`config.mk`:
```
export PLATFORM = sky130hd
export DESIGN_NAME = pec_ctrl
export DESIGN_NICKNAME = d
export VERILOG_FILES = /design/src/rtl/pec_pkg.sv /design/src/rtl/pec_ctrl.sv
export SDC_FILE = /design/constraint.sdc
export NUM_CORES = 1
export LEC_CHECK = 0
export ABC_CLOCK_PERIOD_IN_PS = 1200
export BUFFER_PORTS_ARGS = -buffer_cell sky130_fd_sc_hd__buf_2
export CORE_UTILIZATION = 30
export DETAILED_ROUTE_END_ITERATION = 8
export GPL_ROUTABILITY_DRIVEN = 0
export GPL_TIMING_DRIVEN = 0
export REMOVE_ABC_BUFFERS = 1
export SLEW_MARGIN = 25
export SYNTH_ARGS = -nofsm -noshare
export SYNTH_HDL_FRONTEND = slang
export SYNTH_SLANG_ARGS = --single-unit
```
`constraint.sdc`:
```
create_clock -name clk -period 1.2 [get_ports clk]
set_input_delay 0.06 -clock clk [delete_from_list [all_inputs] [get_ports clk]]
set_output_delay 0.06 -clock clk [all_outputs]
set_load 0.02 [all_outputs]
```
`src/rtl/pec_pkg.sv`:
```
// Shared constants, types, command bundle and elaboration-time tables of the compressor.
package pec_pkg;

  localparam int SAMPLE_BITS    = 24;
  localparam int LOG_TABLE_BITS = 8;
  localparam int TBL_N          = 1 << LOG_TABLE_BITS;
  localparam int FRAC_SH        = 16 - LOG_TABLE_BITS;
  localparam int POS_W          = $clog2(SAMPLE_BITS);
  localparam int LG_W           = 23;
  localparam int RED_W          = LG_W + 17 - 16;
  localparam int TOT_W          = 20;

  localparam logic [2:0] REG_ATTACK    = 3'd0;
  localparam logic [2:0] REG_RELEASE   = 3'd1;
  localparam logic [2:0] REG_THRESHOLD = 3'd2;
  localparam logic [2:0] REG_SLOPE     = 3'd3;
  localparam logic [2:0] REG_MAKEUP    = 3'd4;
  localparam logic [2:0] REG_CHANNELS  = 3'd5;

  typedef logic [16:0] tab_t [TBL_N+1];

  typedef struct packed {
    logic [15:0]        attack_coef;
    logic [15:0]        release_coef;
    logic signed [21:0] threshold_log2;
    logic signed [16:0] comp_slope;
    logic [19:0]        makeup_gain;
    logic [1:0]         channel_count;
  } cfg_t;

  typedef struct packed {
    logic load;
    logic env_mul_a;
    logic env_mul_b;
    logic env_upd;
    logic log_norm;
    logic log_fin;
    logic red;
    logic exp;
    logic tot;
    logic scale_a;
    logic scale_b;
    logic out_load;
  } cmd_t;

  typedef struct packed {
    logic env_zero;
    logic above;
  } stat_t;

  function automatic logic [63:0] isqrt64(input logic [63:0] x_in);
    logic [63:0] x;
    logic [63:0] res;
    logic [63:0] bt;
    x   = x_in;
    res = 64'd0;
    bt  = 64'd1 << 62;
    for (int n = 0; n < 32; n++) begin
      if (bt > x) bt = bt >> 2;
    end
    for (int n = 0; n < 32; n++) begin
      if (bt != 64'd0) begin
        if (x >= res + bt) begin
          x   = x - (res + bt);
          res = (res >> 1) + bt;
        end else begin
          res = res >> 1;
        end
        bt = bt >> 2;
      end
    end
    return res;
  endfunction

  // log2(1 + i/N) in Q16 by repeated squaring, truncated
  function automatic tab_t build_log();
    tab_t        t;
    logic [63:0] m;
    logic [31:0] acc;
    for (int i = 0; i < TBL_N; i++) begin
      m   = 64'(TBL_N + i) << (30 - LOG_TABLE_BITS);
      acc = 32'd0;
      for (int b = 0; b < 16; b++) begin
        m   = (m * m) >> 30;
        acc = acc << 1;
        if (m >= (64'd1 << 31)) begin
          acc = acc | 32'd1;
          m   = m >> 1;
        end
      end
      t[i] = 17'(acc);
    end
    t[TBL_N] = 17'd65536;
    return t;
  endfunction

  // 2^-(i/N) in Q16
  function automatic tab_t build_exp();
    tab_t        t;
    logic [63:0] roots [LOG_TABLE_BITS];
    logic [63:0] acc;
    roots[0] = isqrt64(64'd1 << 59);
    for (int b = 1; b < LOG_TABLE_BITS; b++) roots[b] = isqrt64(roots[b-1] << 30);
    for (int i = 0; i < TBL_N; i++) begin
      acc = 64'd1 << 30;
      for (int b = 0; b < LOG_TABLE_BITS; b++) begin
        if (((i >> (LOG_TABLE_BITS - 1 - b)) & 1) != 0)
          acc = (acc * roots[b] + (64'd1 << 29)) >> 30;
      end
      t[i] = 17'((acc + (64'd1 << 13)) >> 14);
    end
    t[TBL_N] = 17'd32768;
    return t;
  endfunction

  localparam tab_t LOG_TAB = build_log();
  localparam tab_t EXP_TAB = build_exp();

endpackage

```
`src/rtl/pec_ctrl.sv`:
```
// Sequencer of the compressor: steps one frame through the datapath and owns the output beat.
module pec_ctrl (
  input  logic           clk,
  input  logic           rst,
  input  logic           in_valid,
  output logic           in_ready,
  output logic           out_valid,
  input  logic           out_ready,
  input  pec_pkg::stat_t stat,
  output pec_pkg::cmd_t  cmd
);
  import pec_pkg::*;

  localparam logic [3:0] S_IDLE = 4'd0;
  localparam logic [3:0] S_ENVA = 4'd1;
  localparam logic [3:0] S_ENVB = 4'd2;
  localparam logic [3:0] S_ENVU = 4'd3;
  localparam logic [3:0] S_LOGN = 4'd4;
  localparam logic [3:0] S_LOGF = 4'd5;
  localparam logic [3:0] S_RED  = 4'd6;
  localparam logic [3:0] S_EXP  = 4'd7;
  localparam logic [3:0] S_TOT  = 4'd8;
  localparam logic [3:0] S_SCA  = 4'd9;
  localparam logic [3:0] S_SCB  = 4'd10;
  localparam logic [3:0] S_DONE = 4'd11;

  logic [3:0] state;
  logic [3:0] state_next;
  logic       out_valid_next;
  logic       out_free;

  assign in_ready = (state == S_IDLE);
  assign out_free = !out_valid || out_ready;

  always_comb begin
    cmd            = '0;
    state_next     = state;
    out_valid_next = out_valid && !out_ready;
    unique case (state)
      S_IDLE: begin
        if (in_valid) begin
          cmd.load   = 1'b1;
          state_next = S_ENVA;
        end
      end
      S_ENVA: begin
        cmd.env_mul_a = 1'b1;
        state_next    = S_ENVB;
      end
      S_ENVB: begin
        cmd.env_mul_b = 1'b1;
        state_next    = S_ENVU;
      end
      S_ENVU: begin
        cmd.env_upd = 1'b1;
        state_next  = S_LOGN;
      end
      S_LOGN: begin
        cmd.log_norm = 1'b1;
        state_next   = stat.env_zero ? S_TOT : S_LOGF;
      end
      S_LOGF: begin
        cmd.log_fin = 1'b1;
        state_next  = stat.above ? S_RED : S_TOT;
      end
      S_RED: begin
        cmd.red    = 1'b1;
        state_next = S_EXP;
      end
      S_EXP: begin
        cmd.exp    = 1'b1;
        state_next = S_TOT;
      end
      S_TOT: begin
        cmd.tot    = 1'b1;
        state_next = S_SCA;
      end
      S_SCA: begin
        cmd.scale_a = 1'b1;
        state_next  = S_SCB;
      end
      S_SCB: begin
        cmd.scale_b = 1'b1;
        state_next  = S_DONE;
      end
      S_DONE: begin
        if (out_free) begin
          cmd.out_load   = 1'b1;
          out_valid_next = 1'b1;
          state_next     = S_IDLE;
        end
      end
      default: state_next = S_IDLE;
    endcase
  end

  always_ff @(posedge clk) begin
    if (rst) begin
      state     <= S_IDLE;
      out_valid <= 1'b0;
    end else begin
      state     <= state_next;
      out_valid <= out_valid_next;
    end
  end

endmodule

```
== After elaboration in Yosys (flattened, before gate mapping) ==
Cells that the tools add are included.
Word-level totals
  logic and storage cells: 42
  input port bits: 6
  output and inout port bits: 14
  register bits: 5
Cells by class
  equal/unequal tests: 13
  reductions and logical operators: 6
  multiplexer cells: 21
Operators by type and width (number)
  $pmux 4 s12: 1
  $eq 4x3->1 const B: 4
  $eq 4x4->1 const B: 4
  $mux 1: 16
  $mux 4: 4
  $eq 4x2->1 const B: 2
  $eq 4x1->1 const B: 1
  $logic_not 4->1: 1
  $ne 2x2->1 const B: 2
  $logic_not 1->1: 2
  $reduce_and 2->1: 1
  $logic_and 1x1->1: 1
  $logic_or 1x1->1: 1

== Longest topological paths before layout ==
  word-level depth: 4
  mapped depth: 4
  mapped depth without buffers: 3

== Worst setup path after synthesis ==
No wires, ideal clock.
  path kind: reg2out
  from: reg state[0]
  to: out cmd[11] (netlist name)
  cell stages (with the launch flop): 4
  buffers on the path: 1
  data required time: 1.140 ns
  data arrival time: 1.286 ns
  path slack: -0.146 ns
  path through: dfxtp_1 -> buf_4 -> nor4_2 -> and2_1
RTL lines
  from (decl): RTL line pec_ctrl.sv:27  | logic [3:0] state;
  from (signal assigned): RTL line pec_ctrl.sv:102  | state <= state_next;
  to (decl): RTL line pec_ctrl.sv:10  | output pec_pkg::cmd_t cmd

==> flow_summary.json <==
{
  "grt_setup_unrepaired": "true",
  "grt_antenna_before_repair": 0,
  "reg2reg_to": "state[1]",
  "ios": 20,
  "synth_top_area_share_pct": 25.4,
  "start_util_pct": 34.1,
  "path_max_fanout": 6,
  "num_vias": 520,
  "critPathLaunchType": "flop",
  "clock_latency_ns": 0.24,
  "power_uw": 645,
  "drc_errors": 0,
  "drt_wl_total_um": 1430,
  "cts_buffers": 3,
  "fin_area_um2": 759,
  "slew_headroom_pct": 74.6,
  "layout_setup_ws_ns": -0.117,
  "synthDistinctLibCells": 27,
  "cp-end-kind": "primary output",
  "period_share_pct": 110,
  "cts_root_buf": "clkbuf_4",
  "ys_ff_latch": 5,
  "place_area_um2": 465,
  "peakVddDrop_mv": 0.392,
  "violations": "setup timing",
  "critPathTopFamily": "simple AND/OR/NAND/NOR gates",
  "ant_nets": 0,
  "crit_arrival_ns": 1.26,
  "dpl.hpwl_um": 640,
  "drive_above_1_share_pct": 65.1,
  "startpoint": "state[1]",
  "path_cells": "or2b_1, nor3_1, buf_2",
  "netlist_instances": 51,
  "tightest_slew_ns": 0.381,
  "cts_num_sinks": 5,
  "synth.cell_area_um2": 394,
  "worst-setup-path-type": "flop to primary output",
  "dpl_worst_slack_ns": -0.146,
  "max_freq_mhz": 760,
  "min_path_type": "input pin to flop",
  "rows": 12,
  "cts_max_level": 1,
  "grt_pass1_wl_um": 1770,
  "drt_pre_antenna_iters": 4,
  "min_to": "state[2]",
  "cpPeakStageDelay_ns": 0.37,
  "seq_area_frac_synth_pct": 25.4,
  "drt_iter0_markers": 17,
  "period_needed_ns": 1.32,
  "p_per_area_mw_per_mm2": 849,
  "detail_route.wl_per_cell_um": 14.8,
  "nets": 90,
  "yosysWarnings": 0,
  "grt_max_degree": 11,
  "drv_slew": 0,
  "via_per_inst": 5.36,
  "clk_pin_slew_worst_paths_ns": 0.04,
  "die_w_um": 38.2,
  "setup_viol": 9,
  "critical_path_required_ns": 1.14,
  "hold_depth": 2,
  "setup_tns_ns": -0.315,
  "grt_pass1_vias": 422,
  "yosys-top-cells-area": "dfxtp_1 (25%), nand2b_1 (7.9%), nor3_1 (7.6%)",
  "syn_avg_cell_area_um2": 7.73,
  "hold_viol": 0,
  "p_leak_uw": 0.000319,
  "rr_startpoint": "state[1]",
  "clockBufferDepth": 2,
  "rrSetupSlack_ns": -0.02,
  "globalRouteTotalUtil_pct": 18.6,
  "hold_start": "rst",
  "finClkSkew_ns": 0.00229,
  "coreArea_mm2": 0.00116,
  "dieHeight_um": 38.2,
  "maxCapViolCount": 0,
  "diodes": 0,
  "port_buffers": 19,
  "yosysTopAreaCell": "dfxtp_1",
  "r2r_cells": 4,
  "dieArea_mm2": 0.00146,
  "cp_slowest_cell": "dfxtp_4",
  "outcome": "finished with violations",
  "utilization_pct": 65.7,
  "path_buf_inv": 1,
  "areaGrowthSynthToFinish_pct": 92.7,
  "grt_overflow": 0,
  "hold_buffers": 0,
  "cts_tree": "built"
}
==> layer usage <==
| layer | global-route usage [%] | wire (µm) | vias to the layer above |
|---|---|---|---|
| li1 | - | - | 248 |
| met1 | 19.5 | 514 | 241 |
| met2 | 31.4 | 814 | 29 |
| met3 | 4.07 | 91 | 2 |
| met4 | 15.2 | 11 | 0 |
| met5 | 0 | 0 | - |
==> synth_stat cells <==
| cell | number |
|---|---|
| a211o_1 | 1 |
| a211oi_2 | 1 |
| a21oi_1 | 2 |
| a311o_1 | 1 |
| and2_1 | 1 |
| buf_4 | 2 |
| buf_6 | 2 |
| clkbuf_1 | 1 |
| dfxtp_1 | 5 |
| inv_1 | 1 |
| nand2_1 | 1 |
| nand2b_1 | 5 |
| nand3_1 | 1 |
| nand3b_1 | 1 |
| nand4b_1 | 1 |
| nor2_1 | 7 |
| nor2b_1 | 2 |
| nor3_1 | 6 |
| nor4_1 | 1 |
| nor4_2 | 1 |
| o21ai_0 | 2 |
| o2bb2ai_1 | 1 |
| o31a_1 | 1 |
| o31ai_1 | 1 |
| o41ai_1 | 1 |
| or2_1 | 1 |
| or2b_1 | 1 |
==> worst max path at each step <==
| stage | end | slack [ns] | depth (start not counted) |
|---|---|---|---|
| finish | cmd[9] | -0.12 | 3 |
| global route | cmd[9] | -0.15 | 3 |
| CTS | cmd[7] | -0.06 | 3 |
| detailed placement | cmd[0] | -0.15 | 4 |
| global placement | cmd[0] | -0.16 | 4 |
| floorplan | cmd[11] | -0.11 | 2 |
==> power breakdown <==
part	switching, µW	internal, µW	leakage, µW
Sequential	23.0	176	0.0000436
Clock	64.3	125	0.0000150
Combinational	129	128	0.000261
Total	216	429	0.000319
==> placed cells by master, fill, tap and decap left out, drive strengths merged <==
master / instances
o31a: 1
inv: 1
a211oi: 1
buf: 32
nor2: 7
and2: 1
o21ai: 2
nand2b: 5
o41ai: 1
nor3: 6
a311o: 1
or2: 1
nand2: 1
nand3b: 1
nand3: 1
nor4: 2
nand4b: 1
or2b: 1
nor2b: 2
dfxtp: 5
clkbuf: 5
o31ai: 1
o2bb2ai: 1
a21oi: 2
a211o: 1
==> timing repair <==
item	CTS	global route
gates cloned	0	0
gates resized for setup	25	19
endpoints found under the setup margin	17	15
hold endpoints to repair	0	0
buffers inserted	11	4
pin swaps	3	5
==> worst register-to-register path: cells and delay by family (launching register included) <==
kind | cells | cell delay, ns
flip-flops | 1 | 0.37
AO/OA/AOI/OAI | 2 | 0.32
AND/OR/NAND/NOR | 1 | 0.28
buffers and inverters | 1 | 0.15
==> metrics by stage <==
stage / hold slack, ns / std cells
detailed placement: 0.337 / 79
finish: 0.0845 / 97
global placement: 0.341 / 79
CTS: 0.0634 / 94
global route: 0.0826 / 97
floorplan: 0.125 / 46
==> flip-flops by register name, indices dropped and copies added, names as in the netlist <==
register,cells
state,4
out_valid,1
==> final cells by class <==
type,count,area (µm²)
repair buffers,33,263
multi-input cells,40,334
flip-flops and latches,5,115
clock buffers,4,26.3
inverters,1,3.75
fillers,93,397
well taps,14,17.5
==> kinds of logic (layout without fill, tap and decap cells) <==
family                 count (synthesis)  count (layout)  share of synthesized area, %
buffers and inverters                  6              38                          11.4
DFF                                    5               5                          25.4
AOI/OAI and AO/OA                     11              11                          21.6
and+or+nand+nor                       29              29                          41.6
Power figures use the tool's default switching activity.
